===== src/hw/rtl/uct_pkg.sv =====
// Package for the URL component tokenizer: field widths, parse states,
// result kinds, status codes, result record and span helpers.
// No dependencies.
package uct_pkg;

  localparam int MAX_URL_BYTES = 4096;

  // position counts up to MAX_URL_BYTES inclusive; a delimiter is always below it
  localparam int POS_W  = $clog2(MAX_URL_BYTES + 1);
  localparam int DLM_W  = $clog2(MAX_URL_BYTES);
  localparam int SUM_W  = POS_W + 1;
  localparam int WIDE_W = 32;

  localparam int OFF_W  = 12;
  localparam int LEN_W  = 13;
  localparam int KIND_W = 3;
  localparam int STAT_W = 2;
  localparam int NKIND  = 6;

  localparam int HOST_SKIP = 3;  // ':' plus "//" ahead of the host

  // configuration port
  localparam int CFG_ADDR_W = 3;
  localparam int CFG_DATA_W = 32;
  localparam logic REG_REPORT_ENABLE = 1'b0;
  localparam logic [NKIND-1:0] REPORT_ENABLE_RST = '1;

  localparam logic [7:0] CH_SLASH = 8'h2F;
  localparam logic [7:0] CH_QUEST = 8'h3F;
  localparam logic [7:0] CH_COLON = 8'h3A;
  localparam logic [7:0] CH_EQUAL = 8'h3D;
  localparam logic [7:0] CH_AMP   = 8'h26;

  typedef enum logic [0:0] {
    ACT_BYTE = 1'b0,
    ACT_END  = 1'b1
  } action_t;

  typedef enum logic [3:0] {
    PS_START    = 4'd0,
    PS_PROTOCOL = 4'd1,
    PS_SLASH1   = 4'd2,
    PS_SLASH2   = 4'd3,
    PS_HOST     = 4'd4,
    PS_PREPORT  = 4'd5,
    PS_PORT     = 4'd6,
    PS_SEGMENT  = 4'd7,
    PS_KEY      = 4'd8,
    PS_VALUE    = 4'd9,
    PS_ERROR    = 4'd10
  } parse_state_t;

  typedef enum logic [KIND_W-1:0] {
    TK_PROTOCOL = 3'd0,
    TK_HOST     = 3'd1,
    TK_PORT     = 3'd2,
    TK_SEGMENT  = 3'd3,
    TK_PAIR     = 3'd4,
    TK_COMPLETE = 3'd5
  } tok_kind_t;

  typedef enum logic [STAT_W-1:0] {
    STS_OK       = 2'd0,
    STS_BAD_END  = 2'd1,
    STS_TOO_LONG = 2'd2
  } status_t;

  typedef struct packed {
    tok_kind_t        kind;
    logic [OFF_W-1:0] start;
    logic [LEN_W-1:0] len;
    logic [OFF_W-1:0] key_off;
    logic [LEN_W-1:0] key_len;
    status_t          status;
  } result_t;

  typedef struct packed {
    result_t res;
    logic    last;
  } queue_entry_t;

  function automatic logic [SUM_W-1:0] span(input logic [SUM_W-1:0] from_v,
                                            input logic [SUM_W-1:0] to_v);
    return (to_v > from_v) ? to_v - from_v : '0;
  endfunction

  function automatic logic [LEN_W-1:0] fit_len(input logic [SUM_W-1:0] v);
    logic [WIDE_W-1:0] w;
    w = WIDE_W'(v);
    return w[LEN_W-1:0];
  endfunction

  function automatic logic [OFF_W-1:0] fit_off(input logic [SUM_W-1:0] v);
    logic [WIDE_W-1:0] w;
    w = WIDE_W'(v);
    return w[OFF_W-1:0];
  endfunction

endpackage


===== src/hw/rtl/uct_if.sv =====
// Valid/ready channel interfaces for the URL component tokenizer:
// one for URL bytes in, one for result records out. Uses uct_pkg.
interface uct_in_if;
  logic               valid;
  logic               ready;
  uct_pkg::action_t   action;
  logic [7:0]         ch;

  modport source (output valid, action, ch, input ready);
  modport sink   (input valid, action, ch, output ready);
endinterface

interface uct_out_if;
  logic                            valid;
  logic                            ready;
  uct_pkg::tok_kind_t              token_kind;
  logic [uct_pkg::OFF_W-1:0]       start_offset;
  logic [uct_pkg::LEN_W-1:0]       length;
  logic [uct_pkg::OFF_W-1:0]       key_offset;
  logic [uct_pkg::LEN_W-1:0]       key_length;
  uct_pkg::status_t                status;
  logic                            last;

  modport source (output valid, token_kind, start_offset, length, key_offset,
                  key_length, status, last, input ready);
  modport sink   (input valid, token_kind, start_offset, length, key_offset,
                  key_length, status, last, output ready);
endinterface


===== src/hw/rtl/url_component_tokenizer.sv =====
// URL component tokenizer top level: parse state machine, result queue
// and APB-style report enable register. Uses uct_pkg and uct_if.
//
//   channel   direction  transfer contents
//   in_chan   in         action, ch (one URL byte or end of URL)
//   out_chan  out        token_kind, offsets, lengths, status, last
//   APB       in/out     report_enable at byte address 0
//
// One input item is taken per cycle while in_chan.ready is high; its results
// land in a 4-entry queue at the same edge. The queue drains one result per
// cycle while out_chan.ready is high; an end item that flushes a segment or pair
// can queue two results. in_chan.ready drops while more than two results are queued.
// rst_n is synchronous and clears the parse state, queue and register.
module url_component_tokenizer (
  input  logic                             clk,
  input  logic                             rst_n,
  uct_in_if.sink                           in_chan,
  uct_out_if.source                        out_chan,
  input  logic                             psel,
  input  logic                             penable,
  input  logic                             pwrite,
  input  logic [uct_pkg::CFG_ADDR_W-1:0]   paddr,
  input  logic [uct_pkg::CFG_DATA_W-1:0]   pwdata,
  output logic [uct_pkg::CFG_DATA_W-1:0]   prdata,
  output logic                             pready
);
  import uct_pkg::*;

  localparam int QDEPTH = 4;
  localparam int QPTR_W = $clog2(QDEPTH);
  localparam int QCNT_W = $clog2(QDEPTH + 1);

  // configuration
  logic [NKIND-1:0] report_en_r;
  logic             cfg_wr;
  logic             cfg_idx;

  assign pready  = 1'b1;
  assign cfg_idx = paddr[CFG_ADDR_W-1];
  assign cfg_wr  = psel & penable & pwrite & pready & (cfg_idx == REG_REPORT_ENABLE);
  assign prdata  = (cfg_idx == REG_REPORT_ENABLE) ? CFG_DATA_W'(report_en_r) : '0;

  always_ff @(posedge clk) begin
    if (!rst_n) begin
      report_en_r <= REPORT_ENABLE_RST;
    end else if (cfg_wr) begin
      report_en_r <= pwdata[NKIND-1:0];
    end
  end

  // parse state
  parse_state_t     state_r, state_nxt;
  logic [POS_W-1:0] pos_r, pos_nxt;
  logic [DLM_W-1:0] dlm_r, dlm_nxt;
  logic [OFF_W-1:0] key_start_r, key_start_nxt;
  logic [LEN_W-1:0] key_len_r, key_len_nxt;
  logic             too_long_r, too_long_nxt;

  // result queue
  queue_entry_t      q_mem [QDEPTH];
  logic [QPTR_W-1:0] q_wp_r, q_rp_r;
  logic [QCNT_W-1:0] q_cnt_r;

  logic          accept, pop;
  logic          res_a_v;
  result_t       res_a, res_b;
  logic          push_a, push_b;
  queue_entry_t  ent0, ent1;
  logic [SUM_W-1:0] p_x, d1_x, d3_x, seg_len;
  status_t       end_status;

  assign in_chan.ready = (q_cnt_r <= QCNT_W'(QDEPTH - 2));
  assign accept        = in_chan.valid & in_chan.ready;

  always_comb begin
    p_x     = SUM_W'(pos_r);
    d1_x    = SUM_W'(dlm_r) + SUM_W'(1);
    d3_x    = SUM_W'(dlm_r) + SUM_W'(HOST_SKIP);
    seg_len = span(d1_x, p_x);

    state_nxt     = state_r;
    pos_nxt       = pos_r;
    dlm_nxt       = dlm_r;
    key_start_nxt = key_start_r;
    key_len_nxt   = key_len_r;
    too_long_nxt  = too_long_r;

    res_a_v = 1'b0;
    res_a   = '{kind: TK_SEGMENT, start: fit_off(d1_x), len: fit_len(seg_len),
                key_off: '0, key_len: '0, status: STS_OK};

    if (too_long_r) begin
      end_status = STS_TOO_LONG;
    end else if (state_r == PS_SEGMENT || state_r == PS_VALUE ||
                 state_r == PS_HOST || state_r == PS_PORT) begin
      end_status = STS_OK;
    end else begin
      end_status = STS_BAD_END;
    end
    res_b = '{kind: TK_COMPLETE, start: '0, len: fit_len(p_x),
              key_off: '0, key_len: '0, status: end_status};

    if (in_chan.action == ACT_END) begin
      if (state_r == PS_SEGMENT) begin
        res_a_v = 1'b1;
      end else if (state_r == PS_VALUE) begin
        res_a_v       = 1'b1;
        res_a.kind    = TK_PAIR;
        res_a.key_off = key_start_r;
        res_a.key_len = key_len_r;
      end
      state_nxt     = PS_START;
      pos_nxt       = '0;
      dlm_nxt       = '0;
      key_start_nxt = '0;
      key_len_nxt   = '0;
      too_long_nxt  = 1'b0;
    end else if (pos_r >= POS_W'(MAX_URL_BYTES)) begin
      // byte past the bound is dropped
      too_long_nxt = 1'b1;
    end else begin
      pos_nxt = pos_r + POS_W'(1);
      unique case (state_r)
        PS_START: begin
          state_nxt = (in_chan.ch == CH_SLASH) ? PS_SEGMENT : PS_PROTOCOL;
        end
        PS_PROTOCOL: begin
          if (in_chan.ch == CH_COLON) begin
            res_a_v     = 1'b1;
            res_a.kind  = TK_PROTOCOL;
            res_a.start = '0;
            res_a.len   = fit_len(p_x);
            dlm_nxt     = pos_r[DLM_W-1:0];
            state_nxt   = PS_SLASH1;
          end
        end
        PS_SLASH1: begin
          state_nxt = (in_chan.ch == CH_SLASH) ? PS_SLASH2 : PS_ERROR;
        end
        PS_SLASH2: begin
          state_nxt = (in_chan.ch == CH_SLASH) ? PS_HOST : PS_ERROR;
        end
        PS_HOST: begin
          if (in_chan.ch == CH_COLON) begin
            res_a_v     = 1'b1;
            res_a.kind  = TK_HOST;
            res_a.start = fit_off(d3_x);
            res_a.len   = fit_len(span(d3_x, p_x));
            dlm_nxt     = pos_r[DLM_W-1:0];
            state_nxt   = PS_PREPORT;
          end
        end
        PS_PREPORT: begin
          state_nxt = (in_chan.ch == CH_SLASH) ? PS_ERROR : PS_PORT;
        end
        PS_PORT: begin
          if (in_chan.ch == CH_SLASH) begin
            res_a_v    = 1'b1;
            res_a.kind = TK_PORT;
            dlm_nxt    = pos_r[DLM_W-1:0];
            state_nxt  = PS_SEGMENT;
          end
        end
        PS_SEGMENT: begin
          if (in_chan.ch == CH_SLASH || in_chan.ch == CH_QUEST) begin
            res_a_v = 1'b1;
            dlm_nxt = pos_r[DLM_W-1:0];
            if (in_chan.ch == CH_QUEST) begin
              state_nxt = PS_KEY;
            end
          end
        end
        PS_KEY: begin
          if (in_chan.ch == CH_EQUAL) begin
            key_start_nxt = fit_off(d1_x);
            key_len_nxt   = fit_len(seg_len);
            dlm_nxt       = pos_r[DLM_W-1:0];
            state_nxt     = PS_VALUE;
          end
        end
        PS_VALUE: begin
          if (in_chan.ch == CH_AMP) begin
            res_a_v       = 1'b1;
            res_a.kind    = TK_PAIR;
            res_a.key_off = key_start_r;
            res_a.key_len = key_len_r;
            dlm_nxt       = pos_r[DLM_W-1:0];
            state_nxt     = PS_KEY;
          end
        end
        default: begin
          state_nxt = PS_ERROR;
        end
      endcase
    end

    push_a = accept & res_a_v & report_en_r[res_a.kind];
    push_b = accept & (in_chan.action == ACT_END) & report_en_r[TK_COMPLETE];

    // first written slot carries the flush/byte result if there is one
    ent0 = push_a ? queue_entry_t'{res: res_a, last: ~push_b}
                  : queue_entry_t'{res: res_b, last: 1'b1};
    ent1 = queue_entry_t'{res: res_b, last: 1'b1};
  end

  always_ff @(posedge clk) begin
    if (!rst_n) begin
      state_r     <= PS_START;
      pos_r       <= '0;
      dlm_r       <= '0;
      key_start_r <= '0;
      key_len_r   <= '0;
      too_long_r  <= 1'b0;
    end else if (accept) begin
      state_r     <= state_nxt;
      pos_r       <= pos_nxt;
      dlm_r       <= dlm_nxt;
      key_start_r <= key_start_nxt;
      key_len_r   <= key_len_nxt;
      too_long_r  <= too_long_nxt;
    end
  end

  // result queue
  assign pop = out_chan.valid & out_chan.ready;

  always_ff @(posedge clk) begin
    if (push_a | push_b) begin
      q_mem[q_wp_r] <= ent0;
    end
    if (push_a & push_b) begin
      q_mem[q_wp_r + QPTR_W'(1)] <= ent1;
    end
  end

  always_ff @(posedge clk) begin
    if (!rst_n) begin
      q_wp_r  <= '0;
      q_rp_r  <= '0;
      q_cnt_r <= '0;
    end else begin
      q_wp_r  <= q_wp_r + QPTR_W'(push_a) + QPTR_W'(push_b);
      q_rp_r  <= q_rp_r + QPTR_W'(pop);
      q_cnt_r <= q_cnt_r + QCNT_W'(push_a) + QCNT_W'(push_b) - QCNT_W'(pop);
    end
  end

  assign out_chan.valid        = (q_cnt_r != '0);
  assign out_chan.token_kind   = q_mem[q_rp_r].res.kind;
  assign out_chan.start_offset = q_mem[q_rp_r].res.start;
  assign out_chan.length       = q_mem[q_rp_r].res.len;
  assign out_chan.key_offset   = q_mem[q_rp_r].res.key_off;
  assign out_chan.key_length   = q_mem[q_rp_r].res.key_len;
  assign out_chan.status       = q_mem[q_rp_r].res.status;
  assign out_chan.last         = q_mem[q_rp_r].last;

endmodule

===== src/flat_wrapper.sv =====
// flat-port wrapper written by rule: the top's interface ports become plain ports
module url_component_tokenizer_flat import uct_pkg::*;
  (clk, rst_n, psel, penable, pwrite, paddr, pwdata, prdata, pready, in_chan_valid, in_chan_action, in_chan_ch, in_chan_ready, out_chan_valid, out_chan_token_kind, out_chan_start_offset, out_chan_length, out_chan_key_offset, out_chan_key_length, out_chan_status, out_chan_last, out_chan_ready);
  uct_in_if in_chan_i ();
  uct_out_if out_chan_i ();
  input  logic clk;
  input  logic rst_n;
  input  logic psel;
  input  logic penable;
  input  logic pwrite;
  input  logic [uct_pkg::CFG_ADDR_W-1:0] paddr;
  input  logic [uct_pkg::CFG_DATA_W-1:0] pwdata;
  output logic [uct_pkg::CFG_DATA_W-1:0] prdata;
  output logic pready;
  input wire logic [$bits(in_chan_i.valid)-1:0] in_chan_valid;
  input wire logic [$bits(in_chan_i.action)-1:0] in_chan_action;
  input wire logic [$bits(in_chan_i.ch)-1:0] in_chan_ch;
  output wire logic [$bits(in_chan_i.ready)-1:0] in_chan_ready;
  output wire logic [$bits(out_chan_i.valid)-1:0] out_chan_valid;
  output wire logic [$bits(out_chan_i.token_kind)-1:0] out_chan_token_kind;
  output wire logic [$bits(out_chan_i.start_offset)-1:0] out_chan_start_offset;
  output wire logic [$bits(out_chan_i.length)-1:0] out_chan_length;
  output wire logic [$bits(out_chan_i.key_offset)-1:0] out_chan_key_offset;
  output wire logic [$bits(out_chan_i.key_length)-1:0] out_chan_key_length;
  output wire logic [$bits(out_chan_i.status)-1:0] out_chan_status;
  output wire logic [$bits(out_chan_i.last)-1:0] out_chan_last;
  input wire logic [$bits(out_chan_i.ready)-1:0] out_chan_ready;
  assign in_chan_i.valid = in_chan_valid;
  assign in_chan_i.action = in_chan_action;
  assign in_chan_i.ch = in_chan_ch;
  assign in_chan_ready = in_chan_i.ready;
  assign out_chan_valid = out_chan_i.valid;
  assign out_chan_token_kind = out_chan_i.token_kind;
  assign out_chan_start_offset = out_chan_i.start_offset;
  assign out_chan_length = out_chan_i.length;
  assign out_chan_key_offset = out_chan_i.key_offset;
  assign out_chan_key_length = out_chan_i.key_length;
  assign out_chan_status = out_chan_i.status;
  assign out_chan_last = out_chan_i.last;
  assign out_chan_i.ready = out_chan_ready;
  url_component_tokenizer u_core (.clk(clk), .rst_n(rst_n), .in_chan(in_chan_i), .out_chan(out_chan_i), .psel(psel), .penable(penable), .pwrite(pwrite), .paddr(paddr), .pwdata(pwdata), .prdata(prdata), .pready(pready));
endmodule

===== config.mk =====
export PLATFORM = sky130hd
export DESIGN_NAME = url_component_tokenizer_flat
export DESIGN_NICKNAME = d
export VERILOG_FILES = /design/src/hw/rtl/uct_pkg.sv /design/src/hw/rtl/uct_if.sv /design/src/hw/rtl/url_component_tokenizer.sv /design/src/flat_wrapper.sv
export SDC_FILE = /design/constraint.sdc
export NUM_CORES = 1
export LEC_CHECK = 0
export BUFFER_PORTS_ARGS = -buffer_cell sky130_fd_sc_hd__clkbuf_2
export CAP_MARGIN = 25
export CELL_PAD_IN_SITES_DETAIL_PLACEMENT = 1
export CELL_PAD_IN_SITES_GLOBAL_PLACEMENT = 1
export CORE_UTILIZATION = 47
export DETAILED_ROUTE_END_ITERATION = 8
export PLACE_DENSITY = 0.87
export SLEW_MARGIN = 15
export SYNTH_ARGS = -nofsm -noshare
export SYNTH_HDL_FRONTEND = slang
export SYNTH_SLANG_ARGS = --single-unit

===== constraint.sdc =====
create_clock -name clk -period 4.8 [get_ports clk]
set_input_delay 0.24 -clock clk [delete_from_list [all_inputs] [get_ports clk]]
set_output_delay 0.24 -clock clk [all_outputs]
set_load 0.05 [all_outputs]

==> metrics <==
unrepaired setup endpoints after global routing=false; Clock transition at path regs=60 ps; site row count=64; GRT Util Overall=31.78%; initial core utilization=47.99%; Post-synth ARST share=0%; Hold Crit Class=in2reg; via count=12883; pin count of the biggest net entering global routing=57; DR iter-0 viols=1082; CTS tree=yes; total wire length=50.46 mm; initial antenna violation count=1; RD Place Congestion=0.9273; Period minus WS final=4413 ps; vias in the first global route=13421; met3 GRT Util=5.683%; LEAKAGE=6.135 nW; Synth Flop Type=dfxtp_1; Syn-to-layout area delta=13.11%; total CTS buffers=31; layout cell share with drive strength beyond 1=16.84%; Root Driver=clkbuf_16; WHS Path Cells=4; post-synthesis cell area=14760 sq um; clock buffer depth=3; Seq/Total Area, Yosys=43.69%; Crit. End Element=flop; Final period util=91.93%; die width=179.2 microns; CTS Hold Bufs=6; met1 global-route usage=38.98%; GR Overflow Total=0; DR vias/cell=6.661; Peak VDD IR=0.2898 mV; WL/cell=26.09 microns; PwrDens=392.9 nW/um^2; R2R cell count=15; Resized cells post-CTS=0; Avg Inst Size Synth=10.31 sq um; failing checks=DRC; Yosys reg bits=292; Worst setup SP type=flop; setup TNS=0 ps; Hold Vio Cnt, Final=0; global-route wire length before repair=78.04 mm; Final Power=6.557 mW; final net count=1603; CTS Sinks=292; n_diodes=0; crit path kind=reg2reg; CP Max Fanout=7; HPWL after detailed placement=33.72 mm; CP Data Arrival Time=4710 ps; Setup Fix Bufs, Post-CTS=0; iteration count of the initial detailed-routing pass=7; core footprint=30750 sq um; CP Data Required Time=5100 ps; Placed Cells=1872; Port Buffers=86; Max Cap Viol=0; height of the die=179.2 microns; yosys synthesis warning count=0; busiest grt layer=met2; H-tree levels=1; Max-slew headroom=36.80%; status=finished with violations; Clock Latency Late Sink=580 ps; die area=32110 sq um; total I/O pin count=142; Final Setup Violations=0; Slew @ Worst Pin=942.3 ps; Final ANT Viol Nets=0; number of remaining DRC errors=8; fin cells=1934; synth unique cells=79; GR Util met2=52.69%; number of synthesized flops with an enable pin=60; Final Max Slew Viols=0; Synth Instances=1431; final worst clock skew=17.05 ps; Max Fclk=0.2266 GHz
-- critical path, cell delays in order, from the launching register on --
cell      delay (ps)
dfxtp_1          510
ha_1             270
nand2_1          110
nor2_1           330
nand2_1          120
xor2_1           180
ha_1             440
nand3_1          180
or4_1            590
a21boi_0         170
o21bai_1         190
a21boi_0         200
nor4b_1          220
a211oi_1         330
buf_4            210
o22ai_1           90
-- path summary, 6_finish.rpt --
check        slack [ps]                  end                 from
min reg2reg         450  u_core.q_mem[3][55]  u_core.q_mem[3][55]
min                 170     u_core.q_rp_r[0]       out_chan_ready
max                 390  u_core.q_mem[0][39]      u_core.dlm_r[0]
max reg2reg         390  u_core.q_mem[0][39]      u_core.dlm_r[0]
-- cell type report --
cell class	instances	area, sq um
Multi-Input combinational cell	1008	7697
Inverter	38	142.6
Fill cell	3376	14060
Sequential cell	292	6451
Clock buffer	47	915.9
Timing Repair Buffer	144	893.4
Clock inverter	9	93.84
Tap cell	396	495.5
-- state kept, by name, summed over array words and instances, names as in the netlist --
signal              count
u_core.key_len_r       13
u_core.dlm_r           12
u_core.too_long_r       1
u_core.state_r          4
u_core.q_cnt_r          3
u_core.q_mem          224
u_core.q_rp_r           2
u_core.q_wp_r           2
u_core.report_en_r      6
u_core.key_start_r     12
u_core.pos_r           13
-- through the flow --
| step | area (sq um) | setup WS (ps) | hold WS [ps] | utilization (%) |
|---|---|---|---|---|
| global route | 16690 | 164.8 | 189.6 | 54.28 |
| detailed placement | 15620 | 395.4 | 444.2 | 50.80 |
| floorplan | 14850 | 725.5 | 365.1 | - |
| global placement | 15620 | 597.4 | 437.0 | 50.80 |
| finish | 16690 | 387.3 | 166.7 | 54.28 |
| CTS | 16690 | 461.6 | 154.8 | 54.28 |
-- routing by layer --
metal  vias to the layer above  wire length (microns)
li1                       5569                      -
met1                      6504                  19750
met2                       617                  24280
met3                       193                   3541
met4                         0                   2880
met5                         -                      0
-- logic make-up after synthesis --
| family | share of synthesized area (%) |
|---|---|
| AO/OA/AOI/OAI | 23.02 |
| buffers and inverters | 4.910 |
| XOR/XNOR | 2.552 |
| adder cells (fa/ha/maj) | 3.392 |
| flip-flops | 43.69 |
| other | 0.05090 |
| multiplexers | 9.031 |
| AND/OR/NAND/NOR | 13.36 |
-- cell usage in the layout, fill, tap and decap left out, drive strengths merged, types with 7 or more instances in the layout --
master   synthesis  layout
nand4           16      16
nor3            12      12
a211oi          11      11
edfxtp          60      60
nand2b           8       8
dfxtp          232     232
a22oi           28      28
o21ai           50      50
a21boi           8       8
xor2            18      18
conb             2      27
nor2b           43      43
inv             37      38
o21a            12      12
mux4            56      56
nor2            97      97
clkbuf          75     133
nand2          107     107
o211ai           7       7
nor3b           14      14
o22ai           58      58
o22a            13      13
nand3           19      19
o21bai           7       7
a32oi           13      13
a21oi           51      51
buf             43      52
o2bb2ai         44      44
xnor2           25      25
a22o            99      99
a21o             8       8
or3              8       8
ha              32      32
and2            22      22
-- cells in the mapped netlist, drive strengths merged (13+ instances only) --
library cell | instances | area, sq um
a21oi | 51 | 255.2
a22o | 99 | 867.1
a22oi | 28 | 210.2
a32oi | 13 | 113.9
and2 | 22 | 137.6
buf | 43 | 300.3
clkbuf | 75 | 281.5
dfxtp | 232 | 4644
edfxtp | 60 | 1802
ha | 32 | 400.4
inv | 37 | 138.9
mux4 | 56 | 1261
nand2 | 107 | 401.6
nand3 | 19 | 95.09
nand4 | 16 | 100.1
nor2 | 97 | 364.1
nor2b | 43 | 269.0
nor3b | 14 | 105.1
o21ai | 50 | 250.2
o22a | 13 | 113.9
o22ai | 58 | 362.9
o2bb2ai | 44 | 385.4
xnor2 | 25 | 219.0
xor2 | 18 | 157.7
-- report_power, final --
| group | switching, mW | total [mW] | internal [mW] |
|---|---|---|---|
| clock | 1.02 | 2.39 | 1.37 |
| combinational | 1.02 | 1.49 | 0.471 |
| sequential | 0.121 | 2.68 | 2.56 |
| total | 2.16 | 6.56 | 4.40 |
Power figures use the tool's default switching activity.
